[config.mk]
export PLATFORM = sky130hd
export DESIGN_NAME = double_ended_queue_core
export DESIGN_NICKNAME = d
export VERILOG_FILES = /design/src/hw/rtl/dq_pkg.sv /design/src/hw/rtl/double_ended_queue_core.sv
export SDC_FILE = /design/constraint.sdc
export NUM_CORES = 1
export LEC_CHECK = 0
export BUFFER_PORTS_ARGS = -buffer_cell sky130_fd_sc_hd__buf_4
export CAP_MARGIN = 20
export CORE_ASPECT_RATIO = 0.6
export CORE_MARGIN = 2
export CORE_UTILIZATION = 30
export CTS_CLUSTER_SIZE = 14
export DETAILED_ROUTE_END_ITERATION = 10
export HOLD_SLACK_MARGIN = 0.1
export SYNTH_ARGS = -nofsm -noshare
export SYNTH_HDL_FRONTEND = slang
export SYNTH_SLANG_ARGS = --single-unit
[constraint.sdc]
create_clock -name clk -period 25.1 [get_ports clk]
set_clock_uncertainty 0.05 [all_clocks]
set_input_delay 7.53 -clock clk [delete_from_list [all_inputs] [get_ports clk]]
set_output_delay 7.53 -clock clk [all_outputs]
set_load 0.02 [all_outputs]
[src/hw/rtl/dq_pkg.sv]
// Shared types and constants for the double-ended queue core.
package dq_pkg;

  localparam int DEPTH = 16;
  localparam int PTR_W = (DEPTH > 1) ? $clog2(DEPTH) : 1;
  localparam int CNT_W = $clog2(DEPTH + 1);
  localparam int SUM_W = CNT_W + 1;
  localparam int WORD_W = 32;
  localparam int COUNT_OUT_W = 5;

  typedef enum logic [1:0] {
    MODE_PUSH_FRONT = 2'd0,
    MODE_PUSH_BACK  = 2'd1,
    MODE_POP_FRONT  = 2'd2,
    MODE_POP_BACK   = 2'd3
  } dq_mode_t;

  typedef enum logic [1:0] {
    STAT_DONE  = 2'd0,
    STAT_FULL  = 2'd1,
    STAT_EMPTY = 2'd2
  } dq_status_t;

  typedef struct packed {
    dq_mode_t                  mode;
    logic signed [WORD_W-1:0]  value;
  } dq_cmd_t;

  typedef struct packed {
    logic signed [WORD_W-1:0]  front_value;
    logic signed [WORD_W-1:0]  back_value;
    logic [COUNT_OUT_W-1:0]    count;
    dq_status_t                status;
  } dq_res_t;

endpackage

[src/hw/rtl/double_ended_queue_core.sv]
// A command beat's memory read and pending result are registered when the beat is taken,
// and the result register loads from them while busy; no beat is taken while busy,
// nor while res_stall holds a waiting result.
// Reset clears the head pointer, the count and the handshake state; the word memory
// is not cleared, as only words written by a push are ever read.
// Both ends are read from one memory with two read ports and one write port.
module double_ended_queue_core (
  input  logic             clk,
  input  logic             rst,
  input  logic             cmd_valid,
  output logic             cmd_stall,
  input  dq_pkg::dq_cmd_t  cmd,
  output logic             res_valid,
  input  logic             res_stall,
  output dq_pkg::dq_res_t  res
);
  import dq_pkg::*;

  logic signed [WORD_W-1:0] mem [DEPTH];

  logic [PTR_W-1:0]  head;
  logic [PTR_W-1:0]  head_next;
  logic [CNT_W-1:0]  held;
  logic [CNT_W-1:0]  held_next;
  logic              busy;
  logic              cmd_accept;

  logic              wr_en;
  logic [PTR_W-1:0]  wr_addr;
  logic [PTR_W-1:0]  front_addr;
  logic [PTR_W-1:0]  back_addr;
  dq_status_t        status_next;

  logic signed [WORD_W-1:0] rd_front;
  logic signed [WORD_W-1:0] rd_back;
  logic signed [WORD_W-1:0] fwd_word;
  logic                     fwd_front;
  logic                     fwd_back;
  logic                     pend_empty;
  logic [CNT_W-1:0]         pend_count;
  dq_status_t               pend_status;

  function automatic logic [PTR_W-1:0] wrap_sum(input logic [SUM_W-1:0] s);
    logic [SUM_W-1:0] r;
    begin
      r = (s >= SUM_W'(DEPTH)) ? s - SUM_W'(DEPTH) : s;
      wrap_sum = r[PTR_W-1:0];
    end
  endfunction

  assign cmd_accept = cmd_valid && !cmd_stall;
  // No beat enters while busy, and the result register must be free, or emptying this cycle, before a new beat enters.
  assign cmd_stall  = busy || (res_valid && res_stall);

  always_comb begin
    head_next   = head;
    held_next   = held;
    wr_en       = 1'b0;
    wr_addr     = head;
    status_next = STAT_DONE;
    case (cmd.mode)
      MODE_PUSH_FRONT: begin
        if (held == CNT_W'(DEPTH)) begin
          status_next = STAT_FULL;
        end else begin
          head_next = (head == '0) ? PTR_W'(DEPTH - 1) : head - PTR_W'(1);
          held_next = held + CNT_W'(1);
          wr_en     = 1'b1;
          wr_addr   = head_next;
        end
      end
      MODE_PUSH_BACK: begin
        if (held == CNT_W'(DEPTH)) begin
          status_next = STAT_FULL;
        end else begin
          held_next = held + CNT_W'(1);
          wr_en     = 1'b1;
          wr_addr   = wrap_sum(SUM_W'(head) + SUM_W'(held));
        end
      end
      MODE_POP_FRONT: begin
        if (held == '0) begin
          status_next = STAT_EMPTY;
        end else begin
          head_next = (head == PTR_W'(DEPTH - 1)) ? '0 : head + PTR_W'(1);
          held_next = held - CNT_W'(1);
        end
      end
      MODE_POP_BACK: begin
        if (held == '0) begin
          status_next = STAT_EMPTY;
        end else begin
          held_next = held - CNT_W'(1);
        end
      end
      default: begin
        status_next = STAT_DONE;
      end
    endcase
  end

  always_comb begin
    front_addr = head_next;
    if (held_next == '0) begin
      back_addr = head_next;
    end else begin
      back_addr = wrap_sum(SUM_W'(head_next) + SUM_W'(held_next) - SUM_W'(1));
    end
  end

  // The memory reads old contents when an entry is written in the same cycle,
  // so the pushed word is carried alongside and chosen in the next cycle.
  always_ff @(posedge clk) begin
    if (cmd_accept && wr_en) begin
      mem[wr_addr] <= cmd.value;
    end
    if (cmd_accept) begin
      rd_front <= mem[front_addr];
      rd_back  <= mem[back_addr];
    end
  end

  always_ff @(posedge clk) begin
    if (cmd_accept) begin
      fwd_word    <= cmd.value;
      fwd_front   <= wr_en && (wr_addr == front_addr);
      fwd_back    <= wr_en && (wr_addr == back_addr);
      pend_empty  <= (held_next == '0);
      pend_count  <= held_next;
      pend_status <= status_next;
    end
  end

  always_ff @(posedge clk) begin
    if (rst) begin
      head <= '0;
      held <= '0;
      busy <= 1'b0;
    end else begin
      if (cmd_accept) begin
        head <= head_next;
        held <= held_next;
      end
      busy <= cmd_accept;
    end
  end

  always_ff @(posedge clk) begin
    if (rst) begin
      res_valid <= 1'b0;
    end else if (busy) begin
      res_valid <= 1'b1;
    end else if (res_valid && !res_stall) begin
      res_valid <= 1'b0;
    end
  end

  always_ff @(posedge clk) begin
    if (busy) begin
      res.front_value <= pend_empty ? '0 : (fwd_front ? fwd_word : rd_front);
      res.back_value  <= pend_empty ? '0 : (fwd_back ? fwd_word : rd_back);
      res.count       <= COUNT_OUT_W'(pend_count);
      res.status      <= pend_status;
    end
  end

endmodule
==> impl_metrics.env, run 1 <==
export IMPL_switching_portion_of_total_power=0.391
export IMPL_postSynthNetCount=2643
export IMPL_peakVddDrop_uv=118
export IMPL_async_reset_ff_frac=0
export IMPL_final_cells=4121
export IMPL_register_area_mm2=0.0209
export IMPL_timing_reg2reg_worst_path_depth=20
export IMPL_antennaDiodeCount=0
export IMPL_report_power_total_mw=4.05
export IMPL_synth_yosys_seq_area_share=0.631
export IMPL_drtPass1Iterations=6
export IMPL_timing_max_cap_violations=0
export IMPL_p_comb_frac=0.396
export IMPL_tightestPinTransition_ns=1.20
export IMPL_slew_headroom=0.202
export IMPL_worst_path_fanout_max=3
export IMPL_fp_dieW_um=433
export IMPL_layout_cells_most_common="sky130_fd_sc_hd__edfxtp_1"
export IMPL_routed_wire_length_per_instance_um=24.8
export IMPL_drt_vias_per_instance=5.63
export IMPL_area_growth_synth_to_final_pct=13.3
export IMPL_placedInstanceArea_mm2=0.0355
export IMPL_netlist_instances=2592
export IMPL_outcome="completed"
export IMPL_global_route_wire_length_before_repair_mm=149
export IMPL_yosys_register_bits=700
export IMPL_fp_dieH_um=261
export IMPL_layout_worst_path_cycle_share=0.623
export IMPL_setup_repair_after_global_routing_missed_its_margin="no"
export IMPL_mean_instance_size_in_the_synthesized_netlist_um2=12.8
export IMPL_cts_sink_count=700
export IMPL_endpoint_arrival_time_on_the_critical_path_ns=8.07
export IMPL_worst_hold_slack_ns=0.357
export IMPL_core_rowCount=94
export IMPL_dp_slack_ns=9.44
export IMPL_finalWorstSetupSlack_ns=9.45
export IMPL_total_leakage_power_nw=12.5
export IMPL_crit_reg2reg_launch="held[0]"
export IMPL_place_port_buffers=110
export IMPL_final_net_count=2637
export IMPL_setup_crit_end_kind="primary output"
export IMPL_post_cts_hold_buffer_count=0
export IMPL_placed_cells=4002
export IMPL_tritoncts="yes"
export IMPL_fill_cells=10700
export IMPL_finalWorstPathRequiredPeriod_ns=15.65
export IMPL_grt_use_total=0.176
export IMPL_overflow=0
export IMPL_cts_buffer_depth=3
export IMPL_syn_cell_area_mm2=0.0331
export IMPL_final_cell_mix="sky130_fd_sc_hd__edfxtp_1 (689), sky130_fd_sc_hd__nand2_1 (365), sky130_fd_sc_hd__a21oi_1 (171)"
export IMPL_yosys_most_used_dff="sky130_fd_sc_hd__edfxtp_1"
export IMPL_holdCritStartpoint="pend_count[1]"
export IMPL_total_die_area_mm2=0.113
export IMPL_hold_path_depth=0
export IMPL_cts_repair_resizes=0
export IMPL_post_layout_instance_area_mm2=0.0376
export IMPL_finalCoreUtilization=0.343
export IMPL_setup_viol=0
export IMPL_fraction_of_final_layout_cells_with_drive_strength_greater_than_1=0.127
export IMPL_grt_max_degree=169
export IMPL_synthesis_yosys_warnings=0
export IMPL_ctsHtreeMaxLevel=3
export IMPL_critical_path_reg2reg_endpoint="rd_back[19]"
export IMPL_critPathKind="in -> out"
export IMPL_top_level_port_count=111
export IMPL_clock_latency_ns=0.65
export IMPL_multiInputGateArea_mm2=0.0112
export IMPL_timing_fmax_mhz=63.9
export IMPL_hpwlAfterDp_mm=53.1
export IMPL_initialDrtViolationCount=3158
export IMPL_report_final_hold_viol_count=0
export IMPL_regToRegSetupSlack_ns=18.28
export IMPL_timing_max_transition_violations_final=0
export IMPL_synth_enable_flop_cells=689
export IMPL_finalSetupTns_ns=0
export IMPL_power_per_cell_area_mw_per_mm2=108
export IMPL_ys_types=65
export IMPL_clk_pin_slew_worst_paths_ns=0.06
export IMPL_internal_power_mw=2.47
export IMPL_route_vias_total=23200
export IMPL_first_global_vias=22000
export IMPL_grt_antenna_before_repair=0
export IMPL_hold_path_endpoint="res[3]"
export IMPL_clock_power_share=0.250
export IMPL_post_cts_setup_buffers=0
export IMPL_timing_hold_worst_class="reg -> reg"
export IMPL_netSwitchingPower_mw=1.58
export IMPL_drt_drc_violations_left=0
export IMPL_worst_endpoint_required_ns=17.52
export IMPL_initial_core_util=0.302
export IMPL_wirelength_mm=102
export IMPL_floorplan_core_area_mm2=0.110
export IMPL_cts_inserted_buffers=70
export IMPL_power_sequential_fraction=0.354
export IMPL_routabilityCongestion=0.789
export IMPL_timing_critical_path_from_type="input port"
export IMPL_clock_root_buffer="sky130_fd_sc_hd__clkbuf_16"
export IMPL_drtAntennaViolNets=0
-- layer usage --
| layer | global-route usage | up-vias | share of wire |
|---|---|---|---|
| li1 | - | 10100 | - |
| met1 | 0.268 | 11500 | 0.45 |
| met2 | 0.246 | 1400 | 0.41 |
| met3 | 0.0386 | 170 | 0.11 |
| met4 | 0.0558 | 0 | 0.026 |
| met5 | 0 | - | 0 |
-- cell type report --
class / count / area share
clock buffer: 92 / 0.0511
clock inverter: 27 / 0.00506
inverter: 48 / 0.00516
multi-input combinational: 1601 / 0.299
sequential: 700 / 0.557
tap: 1488 / 0.0496
timing repair buffer: 165 / 0.0336
-- synthesized netlist by cell type, types with 3 or more instances --
master / count / area, µm²
sky130_fd_sc_hd__edfxtp_1: 689 / 20700
sky130_fd_sc_hd__nand2_1: 367 / 1380
sky130_fd_sc_hd__a21oi_1: 171 / 856
sky130_fd_sc_hd__mux2i_1: 163 / 1630
sky130_fd_sc_hd__a221o_1: 161 / 1610
sky130_fd_sc_hd__o211ai_1: 131 / 983
sky130_fd_sc_hd__clkbuf_1: 127 / 477
sky130_fd_sc_hd__nor2_1: 104 / 390
sky130_fd_sc_hd__a21boi_0: 96 / 721
sky130_fd_sc_hd__buf_2: 91 / 455
sky130_fd_sc_hd__nand3_1: 69 / 345
sky130_fd_sc_hd__a311oi_1: 64 / 561
sky130_fd_sc_hd__inv_1: 45 / 169
sky130_fd_sc_hd__o21ai_0: 42 / 210
sky130_fd_sc_hd__a211oi_1: 36 / 270
sky130_fd_sc_hd__and3_1: 35 / 219
sky130_fd_sc_hd__nand4_1: 35 / 219
sky130_fd_sc_hd__mux4_2: 32 / 721
sky130_fd_sc_hd__buf_1: 13 / 48.8
sky130_fd_sc_hd__dfxtp_1: 11 / 220
sky130_fd_sc_hd__ha_1: 11 / 138
sky130_fd_sc_hd__xnor2_1: 11 / 96.3
sky130_fd_sc_hd__buf_4: 10 / 75.1
sky130_fd_sc_hd__nor3_1: 10 / 50.1
sky130_fd_sc_hd__a21o_1: 6 / 45.0
sky130_fd_sc_hd__and2_1: 4 / 25.0
sky130_fd_sc_hd__nand2b_1: 4 / 25.0
sky130_fd_sc_hd__o21ai_1: 4 / 20.0
sky130_fd_sc_hd__a32oi_1: 3 / 26.3
-- worst max-delay path: stages --
cell and delay, ns:
sky130_fd_sc_hd__buf_4 0.11, sky130_fd_sc_hd__a21oi_1 0.21, sky130_fd_sc_hd__inv_1 0.07, sky130_fd_sc_hd__buf_4 0.16
-- cells by family (layout without fill, tap and decap cells) --
family | Yosys count | in the layout | share of synthesized area
mux | 198 | 198 | 0.0721
xor+xnor | 13 | 13 | 0.00344
fa+ha+maj | 13 | 13 | 0.00536
flops | 700 | 700 | 0.631
compound gates | 726 | 726 | 0.164
simple gates | 651 | 651 | 0.0859
buf+inv | 291 | 332 | 0.0380
-- how the worst max path moves through the flow --
stage	startpoint	end	depth (start not counted)
3_3_place_gp	res_stall	cmd_stall	4
2_1_floorplan	res_stall	cmd_stall	2
4_1_cts	res_stall	cmd_stall	4
5_1_grt	res_stall	cmd_stall	4
6_report	res_stall	cmd_stall	4
3_5_place_dp	res_stall	cmd_stall	4
-- state kept, by name (all words and copies together) (netlist names) --
name / flops
pend_status: 2
rd_front: 32
busy: 1
fwd_back: 1
rd_back: 32
pend_count: 5
res_valid: 1
held: 5
mem: 512
head: 4
fwd_word: 32
res: 71
pend_empty: 1
fwd_front: 1
-- power groups by stage --
stage	clock network (mW)	registers [mW]	logic (mW)
2_1_floorplan	0	1.46	1.05
3_3_place_gp	0	1.46	1.55
3_5_place_dp	0	1.46	1.57
4_1_cts	1.04	1.44	1.57
5_1_grt	1.08	1.44	1.71
6_report	1.01	1.44	1.60
(Power assumes the default switching activity.)
==> run 2, diff against run 1 <==
clock period = 13 ns   (was 25.1 ns; I/O delays follow)
==> run 2 against run 1 <==
Compared with the run above: combinational power up 88%; hold slack improved by 0.016 ns; worst setup slack worse by 5.0 ns; sequential power grew 94%; highest routed layer unchanged.
==> impl_metrics.env, run 2 (same netlist as run 1, synthesis figures left out) <==
export IMPL_cts_buffer_depth=3
export IMPL_worst_path_max_delay_cell="sky130_fd_sc_hd__buf_4"
export IMPL_total_die_area_mm2=0.113
export IMPL_timing_max_cap_violations=0
export IMPL_critical_path_top_delay_family="buffers and inverters"
export IMPL_tritoncts="yes"
export IMPL_internal_power_mw=4.81
export IMPL_post_cts_hold_buffer_count=0
export IMPL_tightestPinTransition_ns=1.16
export IMPL_fraction_of_final_layout_cells_with_drive_strength_greater_than_1=0.126
export IMPL_p_comb_frac=0.386
export IMPL_setup_repair_after_global_routing_missed_its_margin="no"
export IMPL_post_layout_instance_area_mm2=0.0376
export IMPL_route_vias_total=23200
export IMPL_grt_antenna_before_repair=0
export IMPL_fill_cells=10700
export IMPL_timing_hold_worst_class="reg -> reg"
export IMPL_path_common_cell="sky130_fd_sc_hd__buf_4"
export IMPL_hpwlAfterDp_mm=55.3
export IMPL_endpoint_arrival_time_on_the_critical_path_ns=9.03
export IMPL_critical_path_max_stage_delay_ns=0.75
export IMPL_regMostFlops="mem"
export IMPL_routabilityCongestion=0.809
export IMPL_placedInstanceArea_mm2=0.0355
export IMPL_peakVddDrop_uv=190
export IMPL_total_leakage_power_nw=12.5
export IMPL_fp_dieW_um=433
export IMPL_area_growth_synth_to_final_pct=13.5
export IMPL_slew_headroom=0.228
export IMPL_grt_max_degree=139
export IMPL_drt_vias_per_instance=5.62
export IMPL_critical_path_buf_inv_count=7
export IMPL_global_route_wire_length_before_repair_mm=152
export IMPL_initial_core_util=0.302
export IMPL_post_cts_setup_buffers=0
export IMPL_power_per_cell_area_mw_per_mm2=207
export IMPL_fp_dieH_um=261
export IMPL_ctsHtreeMaxLevel=3
export IMPL_wirelength_mm=104
export IMPL_timing_critical_path_from_type="input port"
export IMPL_floorplan_core_area_mm2=0.110
export IMPL_finalWorstSetupSlack_ns=4.42
export IMPL_registers_with_the_most_flip_flops="mem (512), res (71)"
export IMPL_clock_power_share=0.255
export IMPL_layout_worst_path_cycle_share=0.660
export IMPL_largest_register_ffs=512
export IMPL_finalWorstPathRequiredPeriod_ns=8.58
export IMPL_drt_drc_violations_left=0
export IMPL_critPathKind="in -> reg"
export IMPL_clk_pin_slew_worst_paths_ns=0.06
export IMPL_report_power_total_mw=7.77
export IMPL_power_sequential_fraction=0.359
export IMPL_grt_use_total=0.179
export IMPL_setup_crit_end_kind="flop"
export IMPL_cts_inserted_buffers=68
export IMPL_timing_fmax_mhz=117
export IMPL_antennaDiodeCount=0
export IMPL_dp_slack_ns=3.89
export IMPL_clock_latency_ns=0.64
export IMPL_switching_portion_of_total_power=0.381
export IMPL_finalSetupTns_ns=0
export IMPL_clock_root_buffer="sky130_fd_sc_hd__clkbuf_16"
export IMPL_final_cell_mix="sky130_fd_sc_hd__edfxtp_1 (689), sky130_fd_sc_hd__nand2_1 (365), sky130_fd_sc_hd__a21oi_1 (171)"
export IMPL_top_level_port_count=111
export IMPL_drtPass1Iterations=6
export IMPL_timing_critical_path_cells="buf_4, clkinv_1, a21oi_1, a221oi_1, or2_2, buf_4, inv_8, ha_1, o41ai_4, buf_12, a21boi_4, buf_4, buf_4, a21oi_1, a221o_1, nand4_1"
export IMPL_initialDrtViolationCount=3107
export IMPL_worst_endpoint_required_ns=13.45
export IMPL_final_net_count=2637
export IMPL_routed_wire_length_per_instance_um=25.2
export IMPL_setup_viol=0
export IMPL_report_final_hold_viol_count=0
export IMPL_cts_repair_resizes=0
export IMPL_core_rowCount=94
export IMPL_overflow=0
export IMPL_worst_path_fanout_max=130
export IMPL_netSwitchingPower_mw=2.96
export IMPL_place_port_buffers=110
export IMPL_first_global_vias=22100
export IMPL_timing_max_transition_violations_final=0
export IMPL_cts_sink_count=700
export IMPL_outcome="completed"
export IMPL_drtAntennaViolNets=0
export IMPL_layout_cells_most_common="sky130_fd_sc_hd__edfxtp_1"
## run 2: metrics by stage
stage	hold WS, ns	util	cells
after global routing	0.375	0.343	4123
after global placement	0.355	0.324	4003
after CTS	0.371	0.343	4122
final	0.372	0.343	4123
after detailed placement	0.355	0.324	4003
after floorplan	0.350	-	2592
## run 2: per-layer routing
metal	wire length [µm]	part of all wire	track usage	up-vias
met5	0	0	0	-
met1	47400	0.46	0.270	11500
met4	1950	0.019	0.0441	0
met2	42800	0.41	0.251	1378
met3	11700	0.11	0.0487	167
li1	-	-	-	10100
## run 2: layout make-up
| cell class | instances | area [µm²] | area share |
|---|---|---|---|
| Sequential cell | 700 | 20900 | 0.556 |
| Multi-Input combinational cell | 1601 | 11200 | 0.298 |
| Tap cell | 1488 | 1860 | 0.0495 |
| Clock buffer | 85 | 1830 | 0.0486 |
| Timing Repair Buffer | 167 | 1300 | 0.0347 |
| Clock inverter | 34 | 299 | 0.00795 |
| Inverter | 48 | 194 | 0.00516 |
## run 2: power groups by stage
| stage | sequential (mW) | clock, mW | combinational (mW) |
|---|---|---|---|
| floorplan | 2.82 | 0 | 2.03 |
| global placement | 2.84 | 0 | 2.92 |
| detailed placement | 2.84 | 0 | 2.94 |
| CTS | 2.79 | 2.02 | 2.95 |
| global route | 2.80 | 2.10 | 3.21 |
| finish | 2.79 | 1.98 | 3.00 |
## run 2: worst reg2reg max path, stage by stage, from the launching register on
cell and delay, ns:
sky130_fd_sc_hd__dfxtp_1 0.42, sky130_fd_sc_hd__inv_1 0.16, sky130_fd_sc_hd__ha_1 0.23, sky130_fd_sc_hd__or4bb_1 0.72
sky130_fd_sc_hd__nor2b_1 0.27, sky130_fd_sc_hd__a221oi_1 0.23, sky130_fd_sc_hd__or2_2 0.15, sky130_fd_sc_hd__buf_4 0.41
sky130_fd_sc_hd__inv_8 0.36, sky130_fd_sc_hd__ha_1 0.43, sky130_fd_sc_hd__o41ai_4 0.07, sky130_fd_sc_hd__buf_12 0.59
sky130_fd_sc_hd__a21boi_4 0.35, sky130_fd_sc_hd__buf_4 0.46, sky130_fd_sc_hd__buf_4 0.76, sky130_fd_sc_hd__a21oi_1 0.26
sky130_fd_sc_hd__a221o_1 0.40, sky130_fd_sc_hd__nand4_1 0.08
## run 2: path summary, 6_finish.rpt
| kind | from | endpoint | slack, ns | depth (start not counted) |
|---|---|---|---|---|
| max | cmd[32] | rd_back[17] | 4.42 | 16 |
| min reg2reg | pend_count[2] | res[4] | 0.37 | 0 |
| min | pend_count[2] | res[4] | 0.37 | 0 |
| max reg2reg | held[0] | rd_back[17] | 6.46 | 17 |
